<file path="config.mk">
export PLATFORM = sky130hd
export DESIGN_NAME = cbc_queue
export DESIGN_NICKNAME = d
export VERILOG_FILES = /design/src/hw/rtl/cbc_pkg.sv /design/src/hw/rtl/cbc_queue.sv
export SDC_FILE = /design/constraint.sdc
export NUM_CORES = 1
export LEC_CHECK = 0
export BUFFER_PORTS_ARGS = -buffer_cell sky130_fd_sc_hd__buf_2
export CAP_MARGIN = 20
export CORE_ASPECT_RATIO = 1.25
export CORE_UTILIZATION = 35
export DETAILED_ROUTE_END_ITERATION = 8
export MAX_ROUTING_LAYER = met4
export PLACE_DENSITY = 0.67
export RECOVER_POWER = 25
export SLEW_MARGIN = 0
export SYNTH_ARGS = -nofsm -noshare
export SYNTH_HDL_FRONTEND = slang
export SYNTH_SLANG_ARGS = --single-unit
</file>
<file path="constraint.sdc">
create_clock -name clk -period 5.6 [get_ports clk]
set_input_delay 0.28 -clock clk [delete_from_list [all_inputs] [get_ports clk]]
set_output_delay 0.28 -clock clk [all_outputs]
set_load 0.05 [all_outputs]
</file>
<file path="src/hw/rtl/cbc_pkg.sv">
// Shared types and constants for the cartridge bank controller.
// No dependencies; used by cbc_front, cbc_queue, cbc_back and the top level.
package cbc_pkg;

  // Mapper kinds as written to the mapper_kind register
  typedef enum logic [2:0] {
    KIND_LINEAR = 3'd0,
    KIND_MBC1   = 3'd1,
    KIND_MBC2   = 3'd2,
    KIND_MBC3   = 3'd3,
    KIND_MBC30  = 3'd4,
    KIND_MBC5   = 3'd5
  } kind_t;

  // Result kinds on the output channel
  typedef enum logic [2:0] {
    RES_DATA      = 3'd0,
    RES_ROM       = 3'd1,
    RES_CLK_READ  = 3'd2,
    RES_CLK_WRITE = 3'd3,
    RES_ABSORBED  = 3'd4
  } res_t;

  // Where the back end takes read_byte from
  typedef enum logic [1:0] {
    SRC_CONST  = 2'd0,
    SRC_BYTE   = 2'd1,
    SRC_NIBBLE = 2'd2
  } src_t;

  // Configuration register indexes
  localparam logic [1:0] CFG_MAPPER_KIND   = 2'd0;
  localparam logic [1:0] CFG_RUMBLE_FITTED = 2'd1;
  localparam logic [1:0] CFG_RAM_SIZE      = 2'd2;
  localparam logic [1:0] CFG_ROM_SIZE      = 2'd3;

  // Widest battery RAM index carried in the queue (128 KiB)
  localparam int RAM_ADDR_MAX_W = 17;
  localparam int ROM_ADDR_W     = 23;

  // One classified access, front to back
  typedef struct packed {
    res_t                      res_kind;
    src_t                      src;
    logic [7:0]                const_byte;
    logic                      nib_hi;
    logic [ROM_ADDR_W-1:0]     rom_addr;
    logic [2:0]                clk_reg;
    logic [7:0]                clk_val;
    logic                      pulse;
    logic                      rumble;
    logic                      ram_re;
    logic                      we_lo;
    logic                      we_hi;
    logic [RAM_ADDR_MAX_W-1:0] ram_addr;
    logic [7:0]                wdata;
  } op_t;

endpackage

</file>
<file path="src/hw/rtl/cbc_queue.sv">
// Two-entry queue of classified accesses between front and back ends.
// Depends on cbc_pkg for the entry type.
module cbc_queue (
  input  logic         clk,
  input  logic         rst_n,
  input  logic         push,
  input  cbc_pkg::op_t push_op,
  output logic         full,
  input  logic         pop,
  output logic         nonempty,
  output cbc_pkg::op_t head
);

  cbc_pkg::op_t entry_r [2];
  logic       wr_ptr_r, rd_ptr_r;
  logic [1:0] count_r, count_nxt;

  // Occupancy
  always_comb begin
    count_nxt = count_r;
    if (push && !pop) begin
      count_nxt = count_r + 2'd1;
    end else if (pop && !push) begin
      count_nxt = count_r - 2'd1;
    end
  end

  always_ff @(posedge clk) begin
    if (!rst_n) begin
      wr_ptr_r <= 1'b0;
      rd_ptr_r <= 1'b0;
      count_r  <= 2'd0;
    end else begin
      count_r <= count_nxt;
      if (push) begin
        wr_ptr_r <= !wr_ptr_r;
      end
      if (pop) begin
        rd_ptr_r <= !rd_ptr_r;
      end
    end
  end

  // Entry storage
  always_ff @(posedge clk) begin
    if (push) begin
      entry_r[wr_ptr_r] <= push_op;
    end
  end

  assign full     = (count_r == 2'd2);
  assign nonempty = (count_r != 2'd0);
  assign head     = entry_r[rd_ptr_r];

endmodule

</file>
==> results of run 1 <==
-- cell usage in the layout, fill, tap and decap left out, types with 2 or more instances in the layout --
master | netlist | routed
buf_16 | 0 | 2
nor2b_1 | 3 | 2
clkinv_1 | 0 | 4
buf_2 | 5 | 151
mux2_2 | 58 | 58
xor2_1 | 2 | 2
and2_1 | 4 | 3
dfxtp_1 | 5 | 4
edfxtp_1 | 156 | 156
clkinvlp_4 | 0 | 2
clkbuf_16 | 0 | 17
mux2_4 | 20 | 20
clkinv_2 | 0 | 3
clkbuf_1 | 0 | 13
-- worst register-to-register path: cells and delay by family (launching register included) --
family	cells	cell delay, ns
buf+inv	1	0.73
flops	1	0.34
simple gates	1	0.60
-- registers in the layout, indices dropped and copies added (netlist names), named ones only --
signal	cells
wr_ptr_r	1
rd_ptr_r	1
count_r	2
entry_r	156
-- cell families (layout without fill, tap and decap cells) --
logic type,after synthesis,after routing,share of synthesized area [%]
flip-flops,161,161,80.73
multiplexers,78,78,16.09
buffers and inverters,10,197,1.245
AND/OR/NAND/NOR,9,9,0.9501
AO/OA/AOI/OAI,3,3,0.3378
XOR/XNOR,3,3,0.4434
adder cells (fa/ha/maj),1,1,0.2111
-- final timing paths --
path	startpoint	to	slack, ns
setup / recovery	flip-flop	head[30]	3.27
hold / removal	push_op[15]	entry_r[1][15]	0.05
setup reg to reg	wr_ptr_r	entry_r[0][49]	3.53
hold reg to reg	count_r[1]	count_r[1]	0.52
-- area by class of cell --
class,instances,share of cell area (%)
tap,216,3.591
inverter,1,0.04988
clock inverter,12,1.230
timing repair buffer,164,11.37
clock buffer,20,5.802
sequential,161,63.62
multi-input combinational,94,14.33
-- layer usage --
layer | GRT usage [%] | wire length (um) | vias up
met5 | - | 0 | -
li1 | - | - | 1394
met4 | 5.063 | 130 | 0
met1 | 12.71 | 3964 | 1468
met2 | 22.47 | 5493 | 109
met3 | 4.167 | 630 | 9
-- stage by stage --
stage / power (uW) / std cells
3_3_place_gp: 1889 / 634
5_1_grt: 3003 / 668
6_report: 2904 / 668
2_1_floorplan: 1792 / 265
3_5_place_dp: 1901 / 634
4_1_cts: 2937 / 666
-- report_power, final --
group          internal (uW)  leakage (uW)  total, uW  switching [uW]
Sequential              1390       0.00151       1420            27.2
Combinational            139       0.00107        453             313
Clock                    604      0.000254       1030             428
Total                   2140       0.00283       2900             769
==> results_dict.tcl, run 1 <==
set metrics [dict create \
    area_growth_pct 26.98 \
    final.period_utilization_pct 41.56 \
    post_cts_resized 0 \
    core_area_um2 16400 \
    cp_slowest_cell "dfxtp_4" \
    hold_ws_ns 0.05379 \
    cts_buffer_depth 2 \
    fmax_mhz 429.7 \
    required_ns 5.32 \
    cts_buffers 17 \
    synth_edf_count 156 \
    die_area_um2 17460 \
    cts_root_buf "clkbuf_16" \
    synth_fp_nets 348 \
    synthArstFlopShare_pct 0 \
    critPathArrivalTime_ns 2.05 \
    antenna_found_initial 0 \
    multi_input_area_um2 1079 \
    grt_pass1_wl_um 16080 \
    cts_sinks 161 \
    power_density_nw_per_um2 385.9 \
    drt.antenna.violating_nets 0 \
    synth_ff_type "edfxtp_1" \
    start_util_pct 36.15 \
    rr_worst_depth 2 \
    min_period_ns 2.327 \
    syn_avg_cell_area_um2 22.37 \
    grt_pass1_vias 3328 \
    crit_type "flip-flop to output pin" \
    dr.pass1.iters 4 \
    clkLatencyLatePin_ns 0.41 \
    setup_ws_ns 3.273 \
    fin_nets 522 \
    worstSetupStartpointType "flip-flop" \
    drive_above_1_share_pct 57.74 \
    rsz0062_at_grt "no" \
    die_y_um 147.5 \
    synth_seq_cells 161 \
    netlist.area_leader.share_pct 79.04 \
    slowest_delay_ns 0.71 \
    yosysMostFrequentCell "edfxtp_1" \
    slew_violations 0 \
    drc 0 \
    hold_viol 0 \
    num_rows 52 \
    finalSetupTns_ns 0 \
    drtIter0Drc 158 \
    post-route-util_pct 45.90 \
    ff_latch_area_um2 4788 \
    hold_class "input pin to flip-flop" \
    path_buf_inv 2 \
    placed_area_um2 6954 \
    relSlewSlack_pct 50.05 \
    yosysWarnings 0 \
    postCtsSetupBuffers 0 \
    gr-usage-all-layers_pct 12.62 \
    peakVddDrop_mv 0.2126 \
    leakage_uw 0.002827 \
    hold_path_depth 1 \
    skew_ns 0.007000 \
    antenna_cells 0 \
    worst_setup_path_end_kind "output pin" \
    io_pins 162 \
    worst_path_dominant_cell_family "flip-flops" \
    wl_per_cell_um 15.30 \
    cts_tree "done" \
    run_status "complete, no violations" \
    place_congestion 0.7092 \
    worstPathCellList "buf_16, mux2_2, buf_2" \
    grt_max_degree 79 \
    ys_top_cells_by_area "edfxtp_1 (79%), mux2_2 (11%), mux2_4 (5.1%), dfxtp_1 (1.7%), buf_6 (0.76%)" \
    hpwl_um 6429 \
    yosysTopAreaCell "edfxtp_1" \
    seq_area_frac_synth_pct 80.73 \
    syn_area_um2 5927 \
    ctsHoldBuffers 0 \
    vias 2980 \
    ys_types 17 \
    yosys-top-cells-count "edfxtp_1 (156), mux2_2 (58), mux2_4 (20), buf_2 (5), dfxtp_1 (5)" \
    htree_levels 4 \
    path_depth 3 \
    finalInstanceArea_um2 7526 \
    crit_fanout 41 \
    dp_slack_ns 3.318 \
    fill_cells 1477 \
    clkTransAtPathRegs_ns 0.06 \
    cap_violations 0 \
    routed_wl_um 10220 \
    die_width_um 118.4 \
    setup_viol 0 \
    avgViaCountPerCell 4.461 \
    gr-total-overflow 0 \
    io_buffers 161 \
    tightest_slew_ns 0.7492 \
    synthCells 265 \
]
Note: power is estimated with default switching activity, not from simulation.
==> run 2, diff against run 1 <==
Clock period 5.6 ns to 2.44 ns, I/O delays scaled along.
==> results_dict.tcl, run 2 (same netlist as run 1, synthesis figures left out) <==
set metrics [dict create \
    setup_viol 0 \
    drive_above_1_share_pct 46.24 \
    min_period_ns 2.024 \
    cap_violations 0 \
    io_pins 162 \
    vias 3270 \
    tightest_slew_ns 0.5811 \
    avgViaCountPerCell 4.360 \
    fmax_mhz 494.1 \
    final.period_utilization_pct 82.94 \
    cts_buffers 17 \
    crit_fanout 36 \
    met3_usage_pct 4.360 \
    crit_type "flip-flop to output pin" \
    rsz0062_at_grt "no" \
    dp_slack_ns 0.8191 \
    grt_max_degree 80 \
    die_width_um 118.4 \
    hpwl_um 6771 \
    gr-usage-met1_pct 13.85 \
    cts_tree "done" \
    gr-usage-all-layers_pct 13.55 \
    die_area_um2 17460 \
    area_growth_pct 42.18 \
    layout_common_cells "edfxtp_1 (156), buf_2 (129), dlygate4sd3_1 (79)" \
    grt_pass1_vias 3664 \
    hold_class "input pin to flip-flop" \
    num_rows 52 \
    gr-total-overflow 0 \
    largestRegisters "entry_r x156, count_r x2" \
    antenna_found_initial 2 \
    fin_nets 602 \
    run_status "complete, no violations" \
    fin_cells 750 \
    cts_root_buf "clkbuf_16" \
    finalInstanceArea_um2 8427 \
    grt_pass1_wl_um 17330 \
    clkLatencyLatePin_ns 0.41 \
    postCtsSetupBuffers 0 \
    worstSetupStartpointType "flip-flop" \
    dp.cells 637 \
    core_area_um2 16400 \
    worst_setup_path_end_kind "output pin" \
    place_congestion 0.6589 \
    cts_buffer_depth 2 \
    io_buffers 161 \
    die_y_um 147.5 \
    drt.antenna.violating_nets 0 \
    setup_ws_ns 0.4162 \
    power_density_nw_per_um2 855.4 \
    dr.pass1.iters 4 \
    drtIter0Drc 122 \
    grt.busiest_layer "met2" \
    largest_reg_flops 156 \
    drc 0 \
    skew_ns 0.007091 \
    cts_sinks 161 \
    peakVddDrop_mv 0.4779 \
    routed_wl_um 10880 \
    met2_usage_pct 23.53 \
    largest-register "entry_r" \
    start_util_pct 36.15 \
    clkTransAtPathRegs_ns 0.06 \
    hold_viol 0 \
    relSlewSlack_pct 61.26 \
    hold_ws_ns 0.06729 \
    required_ns 2.32 \
    htree_levels 4 \
    placed_area_um2 7027 \
    leakage_uw 0.003160 \
    critPathArrivalTime_ns 1.90 \
    final_common_cell "edfxtp_1" \
    finalSetupTns_ns 0 \
    slew_violations 0 \
    wl_per_cell_um 14.51 \
]
==> run 2: path summary, 6_finish.rpt <==
kind              startpoint        endpoint  slack (ns)  depth (start not counted)
setup / recovery   flip-flop        head[39]        0.42                          3
hold / removal           pop       flip-flop        0.07                          3
setup reg to reg    wr_ptr_r  entry_r[1][16]        0.85                          2
hold reg to reg   count_r[1]      count_r[1]        0.51                          2
==> run 2: routing by layer <==
layer | routed length (um) | vias up
li1 | - | 1563
met1 | 4236 | 1577
met2 | 5797 | 116
met3 | 655 | 14
met4 | 191 | 0
met5 | 0 | -
==> run 2: critical path: stages, from the launching register on <==
cell	delay, ns
dfxtp_4	0.60
buf_12	0.28
mux2_2	0.37
buf_2	0.22
==> run 2: final cells by class <==
class,instances,area (um2)
repair buffers,244,1639
diodes,2,5.005
well taps,216,270.3
multi-input cells,94,1079
inverters,1,3.754
fillers,1389,7969
clock inverters,15,216.5
clock buffers,17,425.4
flip-flops and latches,161,4788
==> run 2: repair_timing <==
action,4_1_cts,5_1_grt
endpoints found under the hold margin,161,0
hold buffers,79,0
gates resized for setup,0,0
==> run 2: per-stage QoR <==
step,total power [uW],util (%)
floorplan,4105,-
global placement,4356,42.86
detailed placement,4373,42.86
CTS,7300,51.59
global route,7472,51.40
finish,7208,51.40
==> run 2: power breakdown <==
group	internal, uW	switching [uW]
Sequential	3190	53.7
Clock	1810	1000
Combinational	404	746
