===== config.mk =====
export PLATFORM = sky130hd
export DESIGN_NAME = cbc_front
export DESIGN_NICKNAME = d
export VERILOG_FILES = /design/src/hw/rtl/cbc_pkg.sv /design/src/hw/rtl/cbc_front.sv
export SDC_FILE = /design/constraint.sdc
export NUM_CORES = 1
export LEC_CHECK = 0
export CORE_MARGIN = 3
export CORE_UTILIZATION = 40
export CTS_BUF_LIST = sky130_fd_sc_hd__clkbuf_2 sky130_fd_sc_hd__clkbuf_4 sky130_fd_sc_hd__clkbuf_8
export CTS_CLUSTER_SIZE = 8
export DETAILED_ROUTE_END_ITERATION = 16
export DONT_BUFFER_PORTS = 1
export PLACE_DENSITY = 0.54
export SLEW_MARGIN = 10
export SYNTH_ARGS = -nofsm -noshare
export SYNTH_HDL_FRONTEND = slang
export SYNTH_SLANG_ARGS = --single-unit

===== constraint.sdc =====
create_clock -name clk -period 4.25 [get_ports clk]
set_input_delay 0.85 -clock clk [delete_from_list [all_inputs] [get_ports clk]]
set_output_delay 0.85 -clock clk [all_outputs]
set_load 0.02 [all_outputs]

===== src/hw/rtl/cbc_pkg.sv =====
// Shared types and constants for the cartridge bank controller.
// No dependencies; used by cbc_front, cbc_queue, cbc_back and the top level.
package cbc_pkg;

  // Mapper kinds as written to the mapper_kind register
  typedef enum logic [2:0] {
    KIND_LINEAR = 3'd0,
    KIND_MBC1   = 3'd1,
    KIND_MBC2   = 3'd2,
    KIND_MBC3   = 3'd3,
    KIND_MBC30  = 3'd4,
    KIND_MBC5   = 3'd5
  } kind_t;

  // Result kinds on the output channel
  typedef enum logic [2:0] {
    RES_DATA      = 3'd0,
    RES_ROM       = 3'd1,
    RES_CLK_READ  = 3'd2,
    RES_CLK_WRITE = 3'd3,
    RES_ABSORBED  = 3'd4
  } res_t;

  // Where the back end takes read_byte from
  typedef enum logic [1:0] {
    SRC_CONST  = 2'd0,
    SRC_BYTE   = 2'd1,
    SRC_NIBBLE = 2'd2
  } src_t;

  // Configuration register indexes
  localparam logic [1:0] CFG_MAPPER_KIND   = 2'd0;
  localparam logic [1:0] CFG_RUMBLE_FITTED = 2'd1;
  localparam logic [1:0] CFG_RAM_SIZE      = 2'd2;
  localparam logic [1:0] CFG_ROM_SIZE      = 2'd3;

  // Widest battery RAM index carried in the queue (128 KiB)
  localparam int RAM_ADDR_MAX_W = 17;
  localparam int ROM_ADDR_W     = 23;

  // One classified access, front to back
  typedef struct packed {
    res_t                      res_kind;
    src_t                      src;
    logic [7:0]                const_byte;
    logic                      nib_hi;
    logic [ROM_ADDR_W-1:0]     rom_addr;
    logic [2:0]                clk_reg;
    logic [7:0]                clk_val;
    logic                      pulse;
    logic                      rumble;
    logic                      ram_re;
    logic                      we_lo;
    logic                      we_hi;
    logic [RAM_ADDR_MAX_W-1:0] ram_addr;
    logic [7:0]                wdata;
  } op_t;

endpackage


===== src/hw/rtl/cbc_front.sv =====
// Front end: configuration registers, mapper registers and access decode.
// Depends on cbc_pkg; pushes one op_t per accepted transfer.
module cbc_front #(
  parameter int BATTERY_DEPTH    = 32768,
  parameter int ROM_ADDRESS_BITS = 23
) (
  input  logic              clk,
  input  logic              rst_n,
  input  logic              cfg_we,
  input  logic [1:0]        cfg_index,
  input  logic [23:0]       cfg_data,
  input  logic              acc,
  input  logic              operation,
  input  logic [15:0]       bus_address,
  input  logic [7:0]        write_byte,
  output cbc_pkg::op_t      op
);

  logic [2:0]  mapper_kind_r;
  logic        rumble_fitted_r;
  logic [17:0] ram_size_r;
  logic [23:0] rom_size_r;

  logic [8:0] rom_bank_r, rom_bank_nxt;
  logic [3:0] ram_bank_r, ram_bank_nxt;
  logic       ram_en_r, ram_en_nxt;
  logic       mode_r, mode_nxt;
  logic       rumble_r, rumble_nxt;
  logic       latch_r, latch_nxt;

  cbc_pkg::kind_t k;
  logic        in_ram, en_ok, clk_map, bank_over, clk_bank;
  logic [8:0]  rbank;
  logic [22:0] rom_mask, rom_phys;
  logic [16:0] ram_off;
  logic [17:0] ram_idx;
  logic [7:0]  vm;
  logic [7:0]  v;
  logic        pulse;

  // Configuration writes
  always_ff @(posedge clk) begin
    if (!rst_n) begin
      mapper_kind_r   <= 3'd0;
      rumble_fitted_r <= 1'b0;
      ram_size_r      <= 18'd0;
      rom_size_r      <= 24'd32768;
    end else if (cfg_we) begin
      case (cfg_index)
        cbc_pkg::CFG_MAPPER_KIND:   mapper_kind_r   <= cfg_data[2:0];
        cbc_pkg::CFG_RUMBLE_FITTED: rumble_fitted_r <= cfg_data[0];
        cbc_pkg::CFG_RAM_SIZE:      ram_size_r      <= cfg_data[17:0];
        cbc_pkg::CFG_ROM_SIZE:      rom_size_r      <= cfg_data;
        default: ;
      endcase
    end
  end

  // Decode helpers
  always_comb begin
    case (mapper_kind_r)
      cbc_pkg::KIND_MBC1:  k = cbc_pkg::KIND_MBC1;
      cbc_pkg::KIND_MBC2:  k = cbc_pkg::KIND_MBC2;
      cbc_pkg::KIND_MBC3:  k = cbc_pkg::KIND_MBC3;
      cbc_pkg::KIND_MBC30: k = cbc_pkg::KIND_MBC30;
      cbc_pkg::KIND_MBC5:  k = cbc_pkg::KIND_MBC5;
      default:             k = cbc_pkg::KIND_LINEAR;
    endcase
    v         = write_byte;
    in_ram    = (bus_address[15:13] == 3'b101);
    en_ok     = (k == cbc_pkg::KIND_LINEAR) || ram_en_r;
    clk_map   = (k == cbc_pkg::KIND_MBC3) || (k == cbc_pkg::KIND_MBC30);
    bank_over = clk_map && (ram_bank_r > ((k == cbc_pkg::KIND_MBC30) ? 4'd7 : 4'd3));
    clk_bank  = (ram_bank_r >= 4'd8) && (ram_bank_r <= 4'd12);
  end

  // ROM physical address
  always_comb begin
    rbank = bus_address[14] ? rom_bank_r : 9'd0;
    if (k == cbc_pkg::KIND_LINEAR) begin
      rbank = {7'd0, bus_address[15:14]};
    end else if (k == cbc_pkg::KIND_MBC1 && (bus_address[14] || mode_r)) begin
      rbank = rbank | {ram_bank_r, 5'd0};
    end
    rom_mask = 23'((rom_size_r - 24'd1) & ((24'd1 << ROM_ADDRESS_BITS) - 24'd1));
    rom_phys = {rbank, bus_address[13:0]} & rom_mask;
  end

  // Battery RAM index
  always_comb begin
    if (k == cbc_pkg::KIND_LINEAR || (k == cbc_pkg::KIND_MBC1 && !mode_r)) begin
      ram_off = {4'd0, bus_address[12:0]};
    end else begin
      ram_off = {ram_bank_r, bus_address[12:0]};
    end
    ram_idx = {1'b0, ram_off} & (ram_size_r - 18'd1) & 18'(BATTERY_DEPTH - 1);
  end

  // Mapper register writes
  always_comb begin
    rom_bank_nxt = rom_bank_r;
    ram_bank_nxt = ram_bank_r;
    ram_en_nxt   = ram_en_r;
    mode_nxt     = mode_r;
    rumble_nxt   = rumble_r;
    latch_nxt    = latch_r;
    pulse        = 1'b0;
    vm           = 8'd0;
    if (operation && !bus_address[15] && k != cbc_pkg::KIND_LINEAR) begin
      if (k == cbc_pkg::KIND_MBC2) begin
        if (!bus_address[14]) begin
          if (!bus_address[8]) begin
            ram_en_nxt = (v[3:0] == 4'd10);
          end else begin
            rom_bank_nxt = (v[3:0] == 4'd0) ? 9'd1 : {5'd0, v[3:0]};
          end
        end
      end else if (bus_address[14:13] == 2'b00) begin
        ram_en_nxt = (v[3:0] == 4'd10);
      end else if (bus_address[14:13] == 2'b01) begin
        if (k == cbc_pkg::KIND_MBC5) begin
          if (!bus_address[12]) begin
            rom_bank_nxt = {rom_bank_r[8], v};
          end else begin
            rom_bank_nxt = {v[0], rom_bank_r[7:0]};
          end
        end else begin
          if (k == cbc_pkg::KIND_MBC1) begin
            vm = v & 8'd31;
          end else if (k == cbc_pkg::KIND_MBC3) begin
            vm = v & 8'd127;
          end else begin
            vm = v;
          end
          rom_bank_nxt = (vm == 8'd0) ? 9'd1 : {1'b0, vm};
        end
      end else if (bus_address[14:13] == 2'b10) begin
        if (k == cbc_pkg::KIND_MBC1) begin
          ram_bank_nxt = {2'd0, v[1:0]};
        end else if (k == cbc_pkg::KIND_MBC5) begin
          ram_bank_nxt = rumble_fitted_r ? {1'b0, v[2:0]} : v[3:0];
          rumble_nxt   = rumble_fitted_r && v[3];
        end else begin
          ram_bank_nxt = v[3:0];
        end
      end else if (k == cbc_pkg::KIND_MBC1) begin
        mode_nxt = v[0];
      end else if (clk_map) begin
        pulse     = !latch_r && (v == 8'd1);
        latch_nxt = v[0];
      end
    end
  end

  always_ff @(posedge clk) begin
    if (!rst_n) begin
      rom_bank_r <= 9'd1;
      ram_bank_r <= 4'd0;
      ram_en_r   <= 1'b0;
      mode_r     <= 1'b0;
      rumble_r   <= 1'b0;
      latch_r    <= 1'b0;
    end else if (acc) begin
      rom_bank_r <= rom_bank_nxt;
      ram_bank_r <= ram_bank_nxt;
      ram_en_r   <= ram_en_nxt;
      mode_r     <= mode_nxt;
      rumble_r   <= rumble_nxt;
      latch_r    <= latch_nxt;
    end
  end

  // Classify the access into one queue entry
  always_comb begin
    op            = '0;
    op.res_kind   = operation ? cbc_pkg::RES_ABSORBED : cbc_pkg::RES_DATA;
    op.src        = cbc_pkg::SRC_CONST;
    op.pulse      = pulse;
    op.rumble     = rumble_nxt;
    op.wdata      = v;
    if (!operation) begin
      if (!bus_address[15]) begin
        op.res_kind = cbc_pkg::RES_ROM;
        op.rom_addr = rom_phys;
      end else if (!in_ram) begin
        op.const_byte = 8'h00;
      end else if (!en_ok) begin
        op.const_byte = 8'hff;
      end else if (bank_over) begin
        if (clk_bank) begin
          op.res_kind = cbc_pkg::RES_CLK_READ;
          op.clk_reg  = 3'(ram_bank_r - 4'd8);
        end else begin
          op.const_byte = 8'hff;
        end
      end else if (k == cbc_pkg::KIND_MBC2) begin
        op.src      = cbc_pkg::SRC_NIBBLE;
        op.ram_re   = 1'b1;
        op.nib_hi   = bus_address[0];
        op.ram_addr = {9'd0, bus_address[8:1]};
      end else if (ram_size_r == 18'd0) begin
        op.const_byte = (k == cbc_pkg::KIND_LINEAR) ? 8'h00 : 8'hff;
      end else begin
        op.src      = cbc_pkg::SRC_BYTE;
        op.ram_re   = 1'b1;
        op.ram_addr = ram_idx[16:0];
      end
    end else if (in_ram && en_ok) begin
      if (bank_over) begin
        if (clk_bank) begin
          op.res_kind = cbc_pkg::RES_CLK_WRITE;
          op.clk_reg  = 3'(ram_bank_r - 4'd8);
          op.clk_val  = v;
        end
      end else if (k == cbc_pkg::KIND_MBC2) begin
        // nibble write lands in one half of the byte
        op.we_lo    = !bus_address[0];
        op.we_hi    = bus_address[0];
        op.ram_addr = {9'd0, bus_address[8:1]};
        op.wdata    = {v[3:0], v[3:0]};
      end else if (ram_size_r != 18'd0) begin
        op.we_lo    = 1'b1;
        op.we_hi    = 1'b1;
        op.ram_addr = ram_idx[16:0];
      end
    end
  end

endmodule


==> flow_summary_export.csv, run 1 <==
group,metric,value,unit
critical_path,crit_arrival,3190,ps
routing,drc,0,
sta,clock.fmax,0.2472,GHz
global_routing,grt_pass1_vias,3954,
power,power.leakage,1.703,nW
min_path,holdPathStages,2,
routing,totalWireLength,13090,um
min_path,hold_end,"ram_size_r[15]$_SDFFE_PN0P_",
synth,synth_seq_cells,62,
floorplanning,die-area,11810,um^2
clocking,ctsResizeCount,0,
global_routing,grt_usage,0.2280,
place,dp_hpwl,9946,um
place,gp_congestion,0.8828,
synth,synthArstFlopShare,0,
critical_path,reg2reg_depth,7,
floorplanning,die_w,108.7,um
synth,seq_area_frac_synth,0.2944,
critical_path,r2r-start,"mapper_kind_r[1]$_SDFFE_PN0P_",
min_path,hold_path_class,"flop to flop",
critical_path,crit_required,3400,ps
routing,drt_iter0_markers,218,
global_routing,grt_max_degree,32,
finish,area_growth,6.916,%
global_routing,busiest_layer,"met2",
global_routing,antenna_found_initial,0,
sta,worst_pin_slew,1166,ps
clocking,root_buffer,"clkbuf_8",
finish,n_fill_cell,1092,
critical_path,critPathLaunchType,"flop",
synth,ys.warnings.count,0,
global_routing,use_met3,0.04796,
clocking,cts_tree,"done",
clocking,cts.sinks,62,
clocking,clk_path_buf_depth,2,
clocking,post-cts-setup-buffers,0,
synth,yosysTopAreaCell,"dfxtp_1",
finish,drive_gt1_frac,0.09964,
finish,nets,617,
clocking,clkSlewWorstSetupHoldPaths,80,ps
place,io_buffers,0,
synth,synth.most_common_cell,"nand2_1",
critical_path,r2r_slack,1700,ps
outcome,run_status,"completed",
power,power_density,317.0,nW/um^2
synth,syn_inst,572,
sta,period_share,0.9517,
floorplanning,rows,36,
clocking,cts_hold_buf,0,
sta,holdWs,457.1,ps
sta,skew,8.625,ps
global_routing,grt_util_met1,0.3065,
finish,n_antenna_cell,0,
min_path,hp-start,"ram_size_r[15]$_SDFFE_PN0P_",
synth,synth_area_per_cell,7.369,um^2
sta,relSlewSlack,0.2196,
floorplanning,initial_core_util,0.4215,
floorplanning,coreArea,10000,um^2
critical_path,critPathCaptureType,"output port",
global_routing,overflow,0,
sta,layout_min_cycle_time,4045,ps
clocking,htreeDepth,3,
sta,maxSlewViolCount,0,
clocking,cts_buffers,9,
routing,drt_pre_antenna_iters,5,
synth,synth.area.top_cells,"dfxtp_1 (29%), nand2_1 (9.5%), a21oi_1 (7.4%)",
synth,synth_top_area_share,0.2944,
synth,ys_types,66,
global_routing,met2_usage,0.3698,
critical_path,crit_type,"flop to output port",
critical_path,crit_fanout,12,
routing,vias_per_cell,5.764,
synth,synth_edf_count,0,
sta,setup_viol,0,
routing,ant_nets,0,
clocking,clock_latency,350,ps
global_routing,grt_pass1_wl,21050,um
synth,synth_commonest_cells,"nand2_1 (107), a21oi_1 (62), dfxtp_1 (62)",
floorplanning,num_io_pins,133,
sta,fin_setup_tns,0,ps
synth,syn_area,4215,um^2
power,peakVddDrop,181.6,uV
finish,register_area,1241,um^2
routing,routedWlPerCell,18.83,um
critical_path,r2r_end,"rom_bank_r[6]$_SDFFE_PN0P_",
sta,hold_violations,0,
finish,multiInputGateArea,2698,um^2
sta,rsz0062_at_grt,"false",
synth,synth-main-ff-cell,"dfxtp_1",
job,maxCapViolCount,0,
routing,vias,4006,
floorplanning,fp.dieH,108.7,um
==> logic make-up after synthesis <==
group	Yosys count	share of synthesized area
simple gates	288	0.3589
compound gates	114	0.1680
flops	62	0.2944
buf+inv	60	0.07005
xor+xnor	29	0.06025
mux	12	0.02998
fa+ha+maj	6	0.01751
other cells	1	0.0008896
==> worst max-delay path, cell delays in order, from the launching register on <==
cell and delay [ps]:
dfxtp_1 360, inv_1 100, ha_1 420, nand3_1 260, ha_1 350, nand3_1 70
a21oi_1 170, a21oi_1 80, nand2b_1 300, nor4b_1 510, buf_4 230
==> cell type report <==
class / instances / area share
clock buffers: 10 / 0.02915
repair buffers: 17 / 0.03109
well taps: 133 / 0.03692
clock inverters: 6 / 0.01555
multi-input cells: 451 / 0.5986
inverters: 16 / 0.01333
flip-flops and latches: 62 / 0.2754
==> flip-flops by register name, summed over array words and instances (netlist names), 3 cells and up <==
name	flops
rom_size_r	23
ram_size_r	18
rom_bank_r	9
ram_bank_r	4
mapper_kind_r	3
==> metrics by stage <==
stage	area, um^2	worst slack [ps]	util	total power, mW	instances
after floorplan	4219	484.8	-	0.8517	573
after global placement	4305	590.3	0.4306	0.8988	679
after detailed placement	4305	585.4	0.4306	0.9005	679
after CTS	4507	195.6	0.4507	1.440	695
after global routing	4507	11.81	0.4507	1.499	695
final	4507	205.5	0.4507	1.429	695
==> routing by layer <==
metal / vias up / part of all wire
li1: 1966 / -
met1: 1902 / 0.44
met2: 124 / 0.47
met3: 14 / 0.071
met4: 0 / 0.014
met5: - / 0
==> power by group <==
part	switching, mW	internal [mW]	leakage, nW
Clock	0.258	0.283	0.105
Sequential	0.0197	0.595	0.503
Combinational	0.175	0.0984	1.10
==> layout by cell type, fill, tap and decap left out, drive strengths merged, types with 6 or more instances in the layout <==
cell type  count
xor2          19
nor4           8
buf           17
nor2          51
a21oi         63
dfxtp         62
and2           6
nor3          21
nand2b         8
o21ai         15
clkbuf        10
and3          22
mux2i          7
nand3         22
xnor2         10
nand2        107
a32oi          6
inv           17
nand4         10
==> worst max-delay path by stage <==
| stage | cells after the start | start | to |
|---|---|---|---|
| final | 10 | mapper_kind_r[1]$_SDFFE_PN0P_ | op[21] |
| after global routing | 10 | mapper_kind_r[1]$_SDFFE_PN0P_ | op[21] |
| after CTS | 10 | mapper_kind_r[1]$_SDFFE_PN0P_ | op[21] |
| after detailed placement | 10 | mapper_kind_r[1]$_SDFFE_PN0P_ | op[21] |
| after global placement | 10 | mapper_kind_r[1]$_SDFFE_PN0P_ | op[21] |
| after floorplan | 8 | mapper_kind_r[1]$_SDFFE_PN0P_ | op[66] |
Power figures use the tool's default switching activity.
==> run 2, diff against run 1 <==
- ABC_AREA: not set -> 0
- CORE_MARGIN: 3 -> 2
- PLACE_DENSITY: 0.54 -> 0.56
- clock period: 4.25 -> 3.7 ns (I/O delays scaled with it)
==> run 2 against run 1 <==
Effect of this change: final area rose by 2.3%; sequential power rose by 15%; clock skew fell by 3.7 ps; worst setup slack got worse by 26 ps; first-iteration DRC count rose by 6.4%; hold slack got worse by 2.3 ps; wire length rose by 1.3%; sequential share of layout area fell by 0.62 points; non-clock buffer count rose by 13; critical path type unchanged; largest cell class unchanged.
==> flow_summary_export.csv, run 2 (synthesis gave the netlist of run 1 again) <==
group,metric,value,unit
clocking,clk_path_buf_depth,2,
clocking,cts_buffers,9,
clocking,cts_tree,"done",
clocking,clkSlewWorstSetupHoldPaths,70,ps
finish,nets,630,
sta,fin_setup_tns,0,ps
sta,rsz0062_at_grt,"false",
finish,largestRegisters,"rom_size_r: 23 flops, ram_size_r: 18 flops, rom_bank_r: 9 flops",
place,io_buffers,0,
finish,fin_util,0.4486,
finish,drive_gt1_frac,0.1235,
critical_path,crit_slowest_cell,"dfxtp_1",
floorplanning,die-area,11380,um^2
finish,largest_register_ff_count,23,
clocking,cts.sinks,62,
power,power_density,355.1,nW/um^2
clocking,clock_latency,340,ps
clocking,htreeDepth,3,
outcome,run_status,"completed",
sta,maxSlewViolCount,0,
clocking,root_buffer,"clkbuf_8",
floorplanning,die_w,106.7,um
global_routing,grt_usage,0.2336,
critical_path,critPathCaptureType,"output port",
critical_path,cpPeakStageDelay,450,ps
floorplanning,initial_core_util,0.4102,
sta,period_share,0.9516,
place,gp_congestion,0.8871,
critical_path,crit_start,"mapper_kind_r[1]$_SDFFE_PN0P_",
place,placed_area,4399,um^2
global_routing,grt_max_degree,33,
critical_path,crit_arrival,2780,ps
critical_path,r2r-start,"mapper_kind_r[1]$_SDFFE_PN0P_",
critical_path,cp_top_family,"adder cells",
critical_path,crit_type,"flop to output port",
routing,drt_pre_antenna_iters,5,
finish,regMostFlops,"rom_size_r",
routing,drc,0,
sta,clock.fmax,0.2840,GHz
min_path,hp-start,"ram_size_r[15]$_SDFFE_PN0P_",
routing,vias_per_cell,5.833,
sta,skew,4.928,ps
place,dp_hpwl,10110,um
sta,worst_pin_slew,889.0,ps
finish,final_common_cell,"nand2_1",
critical_path,critPathLaunchType,"flop",
sta,hold_violations,0,
finish,final_cell_mix,"nand2_1 (107), a21oi_1 (62), dfxtp_1 (62)",
finish,n_antenna_cell,0,
clocking,cts_hold_buf,0,
critical_path,crit_fanout,10,
floorplanning,num_io_pins,133,
job,maxCapViolCount,0,
routing,drt_iter0_markers,232,
sta,setup_viol,0,
sta,setup_ws,179.2,ps
floorplanning,coreArea,10280,um^2
global_routing,grt_pass1_wl,20860,um
global_routing,grt_pass1_vias,3928,
min_path,hold_path_class,"flop to flop",
routing,totalWireLength,13260,um
place,pre_cts_slack,411.3,ps
critical_path,crit_top_cell,"buf_4",
critical_path,cp_cell_sequence,"inv_1, ha_1, maj3_2, nand3b_4, a21oi_1, nand2b_1, buf_4, nor3_1, buf_4",
sta,relSlewSlack,0.4057,
floorplanning,fp.dieH,106.7,um
global_routing,overflow,0,
critical_path,worst-path-buf-inv,3,
finish,n_fill_cell,1064,
routing,ant_nets,0,
floorplanning,rows,37,
critical_path,crit_required,2960,ps
global_routing,antenna_found_initial,0,
finish,fin_area,4611,um^2
routing,routedWlPerCell,18.65,um
routing,vias,4147,
sta,layout_min_cycle_time,3521,ps
finish,area_growth,9.380,%
power,peakVddDrop,160.8,uV
power,power.leakage,1.767,nW
power,power,1.637,mW
==> run 2: changes by cell type in the layout (fill, tap and decap cells not counted), sizes merged <==
cell      delta
buf         +13
clkinvlp     +1
inv          -1
==> run 2: final timing paths <==
kind / slack [ps] / depth (start not counted) / to
worst max-delay path: 180 / 9 / op[25]
worst min-delay path: 450 / 2 / ram_size_r[15]$_SDFFE_PN0P_
worst min register to register: 450 / 2 / ram_size_r[15]$_SDFFE_PN0P_
worst max register to register: 1210 / 7 / rom_bank_r[1]$_SDFFE_PN0P_
==> run 2: metal layers <==
| layer | vias to the layer above | part of all wire | track usage |
|---|---|---|---|
| met4 | 0 | 0.017 | 0.08071 |
| met5 | - | 0 | 0 |
| met1 | 1960 | 0.43 | 0.3063 |
| met2 | 177 | 0.47 | 0.3781 |
| li1 | 1990 | - | - |
| met3 | 20 | 0.086 | 0.05289 |
==> run 2: stage by stage <==
step	std cells	hold WS, ps
after CTS	710	454.8
after global placement	694	441.7
final	711	454.9
after detailed placement	694	444.7
after floorplan	573	428.8
after global routing	711	455.1
==> run 2: tightest hold or removal path, cell delays in order (launching register included) <==
cell and delay (ps):
dfxtp_1 310, nand2_1 50, a21oi_1 50
==> run 2: what timing repair did <==
item	CTS	global route
gates resized for setup	0	2
endpoints found under the setup margin	0	4
setup buffers	0	1
==> run 2: layout make-up <==
cell class,instances,area [um^2],share of cell area
multi-input combinational,451,2709,0.5875
clock buffer,10,131.4,0.02849
inverter,16,60.06,0.01303
clock inverter,6,61.31,0.01330
timing repair buffer,30,237.7,0.05156
sequential,62,1241,0.2692
tap,136,170.2,0.03691
==> run 2: power breakdown <==
part	internal [mW]	switching [mW]
clock	0.318	0.286
sequential	0.684	0.0229
combinational	0.121	0.206
total	1.12	0.515
==> run 3, diff against run 2 <==
--- a/config.mk
+++ b/config.mk
@@ -14,3 +14,3 @@
 export DONT_BUFFER_PORTS = 1
-export PLACE_DENSITY = 0.56
+export PLACE_DENSITY = 0.54
 export SLEW_MARGIN = 10
==> constraint.sdc (replaced) <==
create_clock -name clk -period 3.5 [get_ports clk]
set_input_delay 0.175 -clock clk [delete_from_list [all_inputs] [get_ports clk]]
set_output_delay 0.175 -clock clk [all_outputs]
set_load 0.02 [all_outputs]
==> run 3 against run 2 <==
Effect of this change: via count rose by 1.1%; wire length increased by 2.5%; sequential power increased by 5.7%.
==> flow_summary_export.csv, run 3 (synthesis gave the netlist of run 1 again) <==
group,metric,value,unit
outcome,run_status,"completed",
routing,totalWireLength,13590,um
critical_path,critPathLaunchType,"flop",
power,power.leakage,1.796,nW
power,power,1.686,mW
finish,nets,644,
clocking,htreeDepth,3,
critical_path,r2r_slack,980,ps
routing,ant_nets,0,
global_routing,grt_max_degree,54,
routing,vias_per_cell,5.781,
sta,skew,5.174,ps
finish,final_cell_mix,"nand2_1 (107), a21oi_1 (62), dfxtp_1 (62)",
global_routing,antenna_found_initial,0,
min_path,holdPathStages,2,
finish,largest_register_ff_count,23,
min_path,hp-start,"write_byte[0]",
critical_path,r2r_end,"rom_bank_r[4]$_SDFFE_PN0P_",
clocking,root_buffer,"clkbuf_8",
sta,fin_setup_tns,0,ps
critical_path,reg2reg_depth,7,
routing,drt_pre_antenna_iters,4,
place,io_buffers,0,
power,pwr-share-clk,0.335,
critical_path,crit_arrival,3080,ps
floorplanning,rows,37,
floorplanning,initial_core_util,0.4102,
finish,fin_util,0.4641,
critical_path,crit_fanout,11,
global_routing,overflow,0,
finish,area_growth,13.15,%
critical_path,crit_type,"flop to output port",
critical_path,crit_start,"mapper_kind_r[1]$_SDFFE_PN0P_",
power,internal_power,1.125,mW
sta,relSlewSlack,0.3394,
sta,setup_viol,0,
routing,vias,4191,
finish,n_fill_cell,1065,
floorplanning,fp.dieH,106.7,um
routing,drt_iter0_markers,285,
routing,routedWlPerCell,18.74,um
finish,drive_gt1_frac,0.09508,
routing,drc,0,
critical_path,cp_cell_sequence,"inv_1, ha_2, maj3_2, o21a_1, a21oi_4, nand3b_1, nor3b_1, buf_4",
sta,hold_violations,0,
finish,largestRegisters,"rom_size_r: 23 flops, ram_size_r: 18 flops, rom_bank_r: 9 flops",
power,p_sw_frac,0.3330,
finish,n_antenna_cell,0,
place,gp_congestion,0.9335,
critical_path,cp_top_family,"simple AND/OR/NAND/NOR gates",
power,p_comb_frac,0.222,
sta,maxSlewViolCount,0,
sta,clock.fmax,0.3068,GHz
power,peakVddDrop,175.1,uV
clocking,post-cts-setup-buffers,0,
critical_path,r2r-start,"mapper_kind_r[1]$_SDFFE_PN0P_",
global_routing,grt_pass1_vias,3875,
sta,worst_pin_slew,977.2,ps
power,p_sw,0.5616,mW
clocking,cts_tree,"done",
critical_path,cpPeakStageDelay,430,ps
clocking,clkSlewWorstSetupHoldPaths,70,ps
floorplanning,die_w,106.7,um
job,maxCapViolCount,0,
sta,layout_min_cycle_time,3259,ps
place,dp_hpwl,10020,um
critical_path,crit_slowest_cell,"dfxtp_1",
clocking,clock_latency,340,ps
critical_path,worst-path-buf-inv,2,
sta,rsz0062_at_grt,"false",
finish,regMostFlops,"rom_size_r",
place,placed_area,4294,um^2
floorplanning,coreArea,10280,um^2
floorplanning,die-area,11380,um^2
critical_path,crit_required,3320,ps
power,power_density,353.6,nW/um^2
min_path,hold_end,"rom_bank_r[0]$_SDFFE_PN1P_",
finish,fin_area,4770,um^2
clocking,cts.sinks,62,
power,power.share.sequential,0.443,
min_path,hold_path_class,"input pin to flop",
critical_path,critPathCaptureType,"output port",
global_routing,grt_pass1_wl,20970,um
clocking,clk_path_buf_depth,2,
finish,final_common_cell,"nand2_1",
sta,period_share,0.9312,
clocking,cts_buffers,9,
global_routing,grt_usage,0.2351,
floorplanning,num_io_pins,133,
==> run 3: timing repair <==
| item | 4_1_cts | 5_1_grt |
|---|---|---|
| setup endpoints to repair | 0 | 25 |
| hold buffers | 29 | 0 |
| resized for setup | 0 | 3 |
| endpoints found under the hold margin | 55 | 0 |
==> run 3: area by class of cell <==
type	instances	area, um^2	area share
clock buffer	9	123.9	0.02597
clock inverter	7	48.80	0.01023
inverter	16	60.06	0.01259
tap	136	170.2	0.03568
timing repair buffer	44	415.4	0.08709
sequential	62	1241	0.2602
multi-input combinational	451	2710	0.5682
==> run 3: stage by stage <==
step           instances  setup WS, ps  hold slack [ps]
3_3_place_gp         680         553.6            251.3
3_5_place_dp         680         488.2            255.4
2_1_floorplan        573         409.8            246.8
5_1_grt              725         50.60            15.77
6_report             725         240.9            29.38
4_1_cts              725         95.87            10.93
==> run 3: how the worst max path moves through the flow <==
stage / to / depth (start not counted)
2_1_floorplan: op[66] / 8
3_3_place_gp: op[26] / 10
3_5_place_dp: op[70] / 8
4_1_cts: op[26] / 10
5_1_grt: op[20] / 10
6_report: op[20] / 8
==> run 3: metal layers <==
| layer | routed length [um] | part of all wire | global-route usage |
|---|---|---|---|
| met1 | 5993 | 0.44 | 0.3018 |
| met2 | 6639 | 0.49 | 0.3976 |
| met3 | 752 | 0.055 | 0.05410 |
| met4 | 204 | 0.015 | 0.06122 |
| met5 | 0 | 0 | 0 |
==> run 3: power by group through the flow <==
stage	clock, mW	combinational, mW	sequential (mW)
after detailed placement	0	0.337	0.763
after CTS	0.582	0.372	0.747
final	0.565	0.374	0.747
after floorplan	0	0.278	0.757
after global routing	0.612	0.407	0.750
after global placement	0	0.334	0.762
